[config.mk]
export PLATFORM = sky130hd
export DESIGN_NAME = euclidean_rhythm_pattern
export DESIGN_NICKNAME = d
export VERILOG_FILES = /design/src/design/erp_pkg.sv /design/src/design/erp_div.sv /design/src/design/erp_gen.sv /design/src/design/euclidean_rhythm_pattern.sv
export SDC_FILE = /design/constraint.sdc
export NUM_CORES = 1
export LEC_CHECK = 0
export BUFFER_PORTS_ARGS = -buffer_cell sky130_fd_sc_hd__buf_2
export CAP_MARGIN = 30
export CORE_MARGIN = 3
export CORE_UTILIZATION = 35
export CTS_CLUSTER_DIAMETER = 50
export CTS_CLUSTER_SIZE = 14
export DETAILED_ROUTE_END_ITERATION = 6
export PLACE_DENSITY = 0.56
export SYNTH_ARGS = -nofsm -noshare
export SYNTH_HDL_FRONTEND = slang
export SYNTH_HIERARCHICAL = 1
export SYNTH_SLANG_ARGS = --single-unit
[constraint.sdc]
create_clock -name clk -period 5.1 [get_ports clk]
set_clock_uncertainty 0.2 [all_clocks]
set_input_delay 1.02 -clock clk [delete_from_list [all_inputs] [get_ports clk]]
set_output_delay 1.02 -clock clk [all_outputs]
set_load 0.005 [all_outputs]
[src/design/erp_pkg.sv]
// shared types and constants for the euclidean rhythm pattern block
package erp_pkg;

    localparam int CNT_W = 5;
    localparam int PAT_W = 16;
    localparam int CNT_MAX = 2**CNT_W - 1;

    typedef enum logic [1:0] {
        MODE_ZERO,
        MODE_FULL,
        MODE_SPARSE,
        MODE_DENSE
    } mode_t;

    typedef struct packed {
        mode_t            mode;
        logic [CNT_W-1:0] total;
        logic [CNT_W-1:0] per;
        logic [CNT_W-1:0] rem;
    } gen_cfg_t;

endpackage

[src/design/erp_div.sv]
// restoring divider, one quotient bit per cycle
module erp_div (
    input  logic                       clk,
    input  logic                       rst_n,
    input  logic                       start,
    input  logic [erp_pkg::CNT_W-1:0]  dividend,
    input  logic [erp_pkg::CNT_W-1:0]  divisor,
    output logic                       done,
    output logic [erp_pkg::CNT_W-1:0]  quotient,
    output logic [erp_pkg::CNT_W-1:0]  remainder
);

    localparam int W = erp_pkg::CNT_W;
    localparam int CW = $clog2(W + 1);

    logic [W-1:0]  quo_reg, quo_next;
    logic [W-1:0]  rem_reg, rem_next;
    logic [W-1:0]  den_reg;
    logic [CW-1:0] cnt_reg;
    logic          run_reg;
    logic          done_reg;
    logic [W:0]    shifted;
    logic [W:0]    diff;

    always_comb
    begin
        shifted = {rem_reg, quo_reg[W-1]};
        diff    = shifted - {1'b0, den_reg};
        if (shifted >= {1'b0, den_reg})
        begin
            rem_next = diff[W-1:0];
            quo_next = {quo_reg[W-2:0], 1'b1};
        end
        else
        begin
            rem_next = shifted[W-1:0];
            quo_next = {quo_reg[W-2:0], 1'b0};
        end
    end

    always_ff @(posedge clk or negedge rst_n)
    begin
        if (!rst_n)
        begin
            run_reg  <= 1'b0;
            done_reg <= 1'b0;
            cnt_reg  <= '0;
        end
        else
        begin
            done_reg <= 1'b0;
            if (start)
            begin
                run_reg <= 1'b1;
                cnt_reg <= CW'(W);
            end
            else if (run_reg)
            begin
                cnt_reg <= cnt_reg - 1'b1;
                if (cnt_reg == CW'(1))
                begin
                    run_reg  <= 1'b0;
                    done_reg <= 1'b1;
                end
            end
        end
    end

    always_ff @(posedge clk)
    begin
        if (start)
        begin
            quo_reg <= dividend;
            rem_reg <= '0;
            den_reg <= divisor;
        end
        else if (run_reg)
        begin
            quo_reg <= quo_next;
            rem_reg <= rem_next;
        end
    end

    assign done      = done_reg;
    assign quotient  = quo_reg;
    assign remainder = rem_reg;

endmodule

[src/design/erp_gen.sv]
// step sequencer, shifts one pattern bit per cycle
module erp_gen (
    input  logic                       clk,
    input  logic                       rst_n,
    input  logic                       start,
    input  erp_pkg::gen_cfg_t          cfg,
    output logic                       done,
    output logic [erp_pkg::PAT_W-1:0]  pattern
);

    localparam int W = erp_pkg::CNT_W;
    localparam int PW = erp_pkg::PAT_W;
    localparam int POS_W = $clog2(PW);

    erp_pkg::gen_cfg_t cfg_reg;
    logic [PW-1:0]     pat_reg;
    logic [POS_W-1:0]  pos_reg;
    logic [W-1:0]      j_reg;
    logic [W-1:0]      i_reg;
    logic              run_reg;
    logic              done_reg;

    logic              in_range;
    logic              step_bit;
    logic              extra;
    logic [W:0]        lead;
    logic [W:0]        glen;
    logic              group_end;

    always_comb
    begin
        in_range = {{(W - POS_W){1'b0}}, pos_reg} < cfg_reg.total;
        extra    = i_reg < cfg_reg.rem;
        lead     = (cfg_reg.mode == erp_pkg::MODE_DENSE) ? (W+1)'(2) : (W+1)'(1);
        glen     = lead + {1'b0, cfg_reg.per} + {{W{1'b0}}, extra};
        // last step of a group when j + 1 reaches the group length
        group_end = ({1'b0, j_reg} + (W+1)'(1)) == glen;
        case (cfg_reg.mode)
            erp_pkg::MODE_ZERO:   step_bit = 1'b0;
            erp_pkg::MODE_FULL:   step_bit = in_range;
            erp_pkg::MODE_SPARSE: step_bit = in_range && (j_reg == '0);
            erp_pkg::MODE_DENSE:  step_bit = in_range && (j_reg != W'(1));
            default:              step_bit = 1'b0;
        endcase
    end

    always_ff @(posedge clk or negedge rst_n)
    begin
        if (!rst_n)
        begin
            run_reg  <= 1'b0;
            done_reg <= 1'b0;
        end
        else
        begin
            done_reg <= 1'b0;
            if (start)
            begin
                run_reg <= 1'b1;
            end
            else if (run_reg && (pos_reg == POS_W'(PW - 1)))
            begin
                run_reg  <= 1'b0;
                done_reg <= 1'b1;
            end
        end
    end

    always_ff @(posedge clk)
    begin
        if (start)
        begin
            cfg_reg <= cfg;
            pos_reg <= '0;
            j_reg   <= '0;
            i_reg   <= '0;
        end
        else if (run_reg)
        begin
            // step p ends up at bit p after all shifts
            pat_reg <= {step_bit, pat_reg[PW-1:1]};
            pos_reg <= pos_reg + 1'b1;
            if (group_end)
            begin
                j_reg <= '0;
                i_reg <= i_reg + 1'b1;
            end
            else
            begin
                j_reg <= j_reg + 1'b1;
            end
        end
    end

    assign done    = done_reg;
    assign pattern = pat_reg;

endmodule

[src/design/euclidean_rhythm_pattern.sv]
// top level of the euclidean rhythm pattern generator
//
// usage: drive step_count and hit_count and raise start while busy is low;
// that edge is the input transfer. busy goes high on the next cycle and
// stays high until the result has been shown.
// the result appears on pattern with done high for exactly one cycle;
// bit i of pattern is set when step i is a hit, bits at or past the
// step count are zero. step_count above MAX_STEPS is clamped to it.
// a new item is taken only once busy is low again; items do not overlap.
// the work is done by a bit-serial divider that splits the rests
// (or surplus hits) into groups, followed by a sequencer that shifts one
// step per cycle into a 16-bit shift register.
// the receiver cannot hold a result off: it must take it while done is high.
// reset clears the controller; no result is pending afterwards.
module euclidean_rhythm_pattern #(
    parameter int MAX_STEPS = 16
) (
    input  logic                       clk,
    input  logic                       rst_n,
    input  logic                       start,
    output logic                       busy,
    input  logic [erp_pkg::CNT_W-1:0]  step_count,
    input  logic [erp_pkg::CNT_W-1:0]  hit_count,
    output logic                       done,
    output logic [erp_pkg::PAT_W-1:0]  pattern
);

    localparam int W = erp_pkg::CNT_W;
    localparam int SAT_LIMIT = (MAX_STEPS > erp_pkg::CNT_MAX) ? erp_pkg::CNT_MAX : MAX_STEPS;
    localparam logic [W-1:0] SAT_STEPS = W'(SAT_LIMIT);

    typedef enum logic [2:0] {
        S_IDLE = 3'b001,
        S_DIV  = 3'b010,
        S_GEN  = 3'b100
    } state_t;

    state_t            state_reg, state_next;
    erp_pkg::mode_t    mode_reg;
    logic [W-1:0]      tot_reg;

    logic              accept;
    logic [W-1:0]      tot_in;
    logic [W-1:0]      rests_in;
    erp_pkg::mode_t    mode_in;
    logic [W-1:0]      num_in;
    logic [W-1:0]      den_in;

    logic              div_done;
    logic [W-1:0]      div_quo;
    logic [W-1:0]      div_rem;
    logic              gen_start;
    logic              gen_done;
    erp_pkg::gen_cfg_t gen_cfg;

    assign accept = start && (state_reg == S_IDLE);

    always_comb
    begin
        tot_in   = (step_count > SAT_STEPS) ? SAT_STEPS : step_count;
        rests_in = tot_in - hit_count;
        if ((tot_in == '0) || (hit_count == '0))
            mode_in = erp_pkg::MODE_ZERO;
        else if (hit_count >= tot_in)
            mode_in = erp_pkg::MODE_FULL;
        else if (rests_in >= hit_count)
            mode_in = erp_pkg::MODE_SPARSE;
        else
            mode_in = erp_pkg::MODE_DENSE;
        // sparse: rests over hits; dense: surplus hits over rests
        if (mode_in == erp_pkg::MODE_SPARSE)
        begin
            num_in = rests_in;
            den_in = hit_count;
        end
        else
        begin
            num_in = hit_count - rests_in;
            den_in = rests_in;
        end
    end

    always_comb
    begin
        state_next = state_reg;
        gen_start  = 1'b0;
        case (state_reg)
            S_IDLE:
            begin
                if (start)
                    state_next = S_DIV;
            end
            S_DIV:
            begin
                if (div_done)
                begin
                    gen_start  = 1'b1;
                    state_next = S_GEN;
                end
            end
            S_GEN:
            begin
                if (gen_done)
                    state_next = S_IDLE;
            end
            default:
            begin
                state_next = S_IDLE;
            end
        endcase
    end

    always_ff @(posedge clk or negedge rst_n)
    begin
        if (!rst_n)
            state_reg <= S_IDLE;
        else
            state_reg <= state_next;
    end

    always_ff @(posedge clk)
    begin
        if (accept)
        begin
            mode_reg <= mode_in;
            tot_reg  <= tot_in;
        end
    end

    always_comb
    begin
        gen_cfg.mode  = mode_reg;
        gen_cfg.total = tot_reg;
        gen_cfg.per   = div_quo;
        gen_cfg.rem   = div_rem;
    end

    erp_div u_div (
        .clk       (clk),
        .rst_n     (rst_n),
        .start     (accept),
        .dividend  (num_in),
        .divisor   (den_in),
        .done      (div_done),
        .quotient  (div_quo),
        .remainder (div_rem)
    );

    erp_gen u_gen (
        .clk     (clk),
        .rst_n   (rst_n),
        .start   (gen_start),
        .cfg     (gen_cfg),
        .done    (gen_done),
        .pattern (pattern)
    );

    assign busy = (state_reg != S_IDLE);
    assign done = gen_done;

endmodule

==> impl_metrics.sql <==
INSERT INTO impl_metrics (metric_group, metric, value, unit) VALUES
('min_path', 'hold_end', 'u_gen/cfg_reg[11]$_DFFE_PP_', ''),
('synth', 'area_share_of_the_leading_cell_type_in_the_synthesized_netlist', '0.349', ''),
('timing', 'min_period', '4.34', 'ns'),
('routing', 'detail_route.wirelength', '7.34', 'mm'),
('power', 'power_frac_clock', '0.250', ''),
('synth', 'synth-edff-count', '50', ''),
('power', 'power.switching', '0.852', 'mW'),
('power', 'internal-power', '1.74', 'mW'),
('routing', 'drc', '0', ''),
('synth', 'syn_nets', '418', ''),
('floorplan', 'floorplan.initialDensity', '0.367', ''),
('timing', 'rsz0062_at_grt', 'false', ''),
('power', 'total_power', '2.60', 'mW'),
('routing', 'initialDrtViolationCount', '161', ''),
('critical_path', 'worst_r2r_path_cells', '15', ''),
('clocking', 'post_cts.repair.setup_buffers', '0', ''),
('power', 'relative_contribution_of_sequential_cells_to_total_power', '0.415', ''),
('job', 'cap_violations', '0', ''),
('floorplan', 'core_footprint', '11700', 'um2'),
('floorplan', 'row_count', '39', ''),
('synth', 'ys_seq_elements', '79', ''),
('placed_design', 'placement.setup.worst_slack', '0.423', 'ns'),
('timing', 'min_period_over_period', '0.852', ''),
('clocking', 'cts_hold_buf', '0', ''),
('clocking', 'cts_resized', '0', ''),
('global_routing', 'antenna_found_initial', '0', ''),
('finish', 'fin_util', '0.419', ''),
('timing', 'hold_violations', '0', ''),
('timing', 'timing.setup.tns', '0', 'ns'),
('routing', 'detail_route.first_pass.iterations', '4', ''),
('synth', 'yosysMostFrequentCell', 'sky130_fd_sc_hd__edfxtp_1', ''),
('global_routing', 'grtUsageTotal', '0.117', ''),
('power', 'leakage', '2.03', 'nW'),
('global_routing', 'grt_pass1_wl', '12.5', 'mm'),
('clocking', 'clock_insertion_delay_worst_skew', '0.33', 'ns'),
('clocking', 'cts-root-to-sink-buffers', '2', ''),
('finish', 'final_layout_size_suffix_gt1_frac', '0.176', ''),
('power', 'power.density', '529', 'nW/um2'),
('critical_path', 'crit_path_end_kind', 'flip-flop', ''),
('timing', 'peak_freq', '0.230', 'GHz'),
('power', 'combPwrFrac', '0.335', ''),
('critical_path', 'critPathLaunchType', 'input port', ''),
('clocking', 'cts_buffers', '9', ''),
('finish', 'insertedDiodeCount', '0', ''),
('clocking', 'cts.reportedPaths.clkPinSlew', '0.06', 'ns'),
('clocking', 'clock_tree_from_tritoncts', 'done', ''),
('synth', 'yosys_warnings', '6', ''),
('placed_design', 'dp.cells', '536', ''),
('routing', 'routed_wire_length_per_instance', '13.3', 'um'),
('timing', 'tightest_slew', '0.729', 'ns'),
('finish', 'final_design_area_no_fill', '4910', 'um2'),
('routing', 'via_count', '2752', ''),
('critical_path', 'critical_path.reg2reg.endpoint', 'u_gen/i_reg[3]$_SDFFE_PP0P_', ''),
('synth', 'avgSynthCellArea', '11.6', 'um2'),
('finish', 'filler_cell_count', '1137', ''),
('critical_path', 'crit_required', '4.97', 'ns'),
('synth', 'synthDominantAreaCellType', 'sky130_fd_sc_hd__edfxtp_1', ''),
('routing', 'post_drt_via_cell_ratio', '4.99', ''),
('critical_path', 'crit_type', 'input port to flip-flop', ''),
('synth', 'ys.flop_type', 'sky130_fd_sc_hd__edfxtp_1', ''),
('placed_design', 'portBuffers', '30', ''),
('timing', 'post-route-worst-setup-slack', '0.755', 'ns'),
('placed_design', 'place.detailed.hpwl', '5.56', 'mm'),
('finish', 'final_instance_count_excl_fillers', '552', ''),
('clocking', 'master_cell_of_the_clock_root_buffer', 'sky130_fd_sc_hd__clkbuf_16', ''),
('outcome', 'run_status', 'completed', ''),
('floorplan', 'floorplan_die_height', '117', 'um'),
('synth', 'most_area_consuming_cells_after_synthesis', 'sky130_fd_sc_hd__edfxtp_1, sky130_fd_sc_hd__dfxtp_1, sky130_fd_sc_hd__ha_1, sky130_fd_sc_hd__dfrtp_1, sky130_fd_sc_hd__inv_1', ''),
('finish', 'syn2layout_area_growth', '14.2', '%'),
('critical_path', 'critPathMaxFanout', '9', ''),
('placed_design', 'postPlaceCellArea', '4600', 'um2');
## power groups by stage
stage / Clock (mW) / Combinational, mW / Sequential, mW
after global routing: 0.703 / 0.989 / 1.11
after global placement: 0 / 0.850 / 1.09
after CTS: 0.673 / 0.877 / 1.08
after floorplan: 0 / 0.728 / 1.02
after detailed placement: 0 / 0.875 / 1.09
final: 0.650 / 0.870 / 1.08
## worst max-delay path, stage by stage
cell                       delay, ns
sky130_fd_sc_hd__buf_2          0.13
sky130_fd_sc_hd__and2b_1        0.23
sky130_fd_sc_hd__ha_1           0.30
sky130_fd_sc_hd__nor2b_2        0.17
sky130_fd_sc_hd__o31ai_2        0.34
sky130_fd_sc_hd__a21boi_1       0.27
sky130_fd_sc_hd__inv_1          0.09
sky130_fd_sc_hd__ha_1           0.33
sky130_fd_sc_hd__o21a_1         0.12
sky130_fd_sc_hd__o31a_1         0.13
sky130_fd_sc_hd__o31ai_4        0.35
sky130_fd_sc_hd__nand2_8        0.14
sky130_fd_sc_hd__mux2_4         0.32
sky130_fd_sc_hd__mux2_1         0.28
## placed cells by master (no fill, tap or decap), types with 5 or more instances in the layout
| master | n |
|---|---|
| sky130_fd_sc_hd__a21o_1 | 7 |
| sky130_fd_sc_hd__a21oi_1 | 22 |
| sky130_fd_sc_hd__buf_2 | 30 |
| sky130_fd_sc_hd__clkbuf_16 | 9 |
| sky130_fd_sc_hd__dfrtp_1 | 9 |
| sky130_fd_sc_hd__dfxtp_1 | 19 |
| sky130_fd_sc_hd__edfxtp_1 | 50 |
| sky130_fd_sc_hd__fa_1 | 5 |
| sky130_fd_sc_hd__ha_1 | 30 |
| sky130_fd_sc_hd__inv_1 | 35 |
| sky130_fd_sc_hd__mux2_1 | 7 |
| sky130_fd_sc_hd__mux2i_1 | 11 |
| sky130_fd_sc_hd__nand2_1 | 11 |
| sky130_fd_sc_hd__nand2b_1 | 10 |
| sky130_fd_sc_hd__nand3_1 | 13 |
| sky130_fd_sc_hd__nor2_1 | 25 |
| sky130_fd_sc_hd__nor2b_1 | 7 |
| sky130_fd_sc_hd__nor3_1 | 6 |
| sky130_fd_sc_hd__xnor2_1 | 14 |
| sky130_fd_sc_hd__xor2_1 | 6 |
## layout make-up
| type | instances | area [um2] | area share |
|---|---|---|---|
| Inverter | 36 | 135 | 0.0275 |
| Clock inverter | 5 | 73.8 | 0.0150 |
| Sequential cell | 79 | 2130 | 0.434 |
| Clock buffer | 11 | 233 | 0.0474 |
| Tap cell | 143 | 179 | 0.0364 |
| Multi-Input combinational cell | 245 | 1980 | 0.403 |
| Timing Repair Buffer | 33 | 176 | 0.0359 |
## kinds of logic after synthesis
kind of cell               share of synthesized area
AOI/OAI and AO/OA                              0.122
xor gates and xnor gates                      0.0445
adders and majority gates                      0.111
buffers and inverters                         0.0454
DFF                                            0.496
muxes                                         0.0509
and+or+nand+nor                                0.131
## layer usage
| metal | vias up | track usage | wire length, um |
|---|---|---|---|
| met1 | 1283 | 0.150 | 3490 |
| met5 | - | 0 | 0 |
| li1 | 1399 | - | - |
| met3 | 15 | 0.0380 | 293 |
| met4 | 0 | 0.0505 | 177 |
| met2 | 55 | 0.182 | 3370 |
## worst max path at each step
stage                                  end  slack (ns)  cells after the start           from
2_1_floorplan  u_div/quotient[3]$_DFFE_PP_        0.82                     13  step_count[4]
3_3_place_gp   u_div/quotient[3]$_DFFE_PP_        0.55                     14  step_count[4]
3_5_place_dp   u_div/quotient[1]$_DFFE_PP_        0.42                     14  step_count[4]
4_1_cts        u_div/quotient[1]$_DFFE_PP_        0.78                     14  step_count[4]
5_1_grt        u_div/quotient[1]$_DFFE_PP_        0.66                     14  step_count[4]
6_report       u_div/quotient[1]$_DFFE_PP_        0.76                     14  step_count[4]
Power figures use the tool's default switching activity.
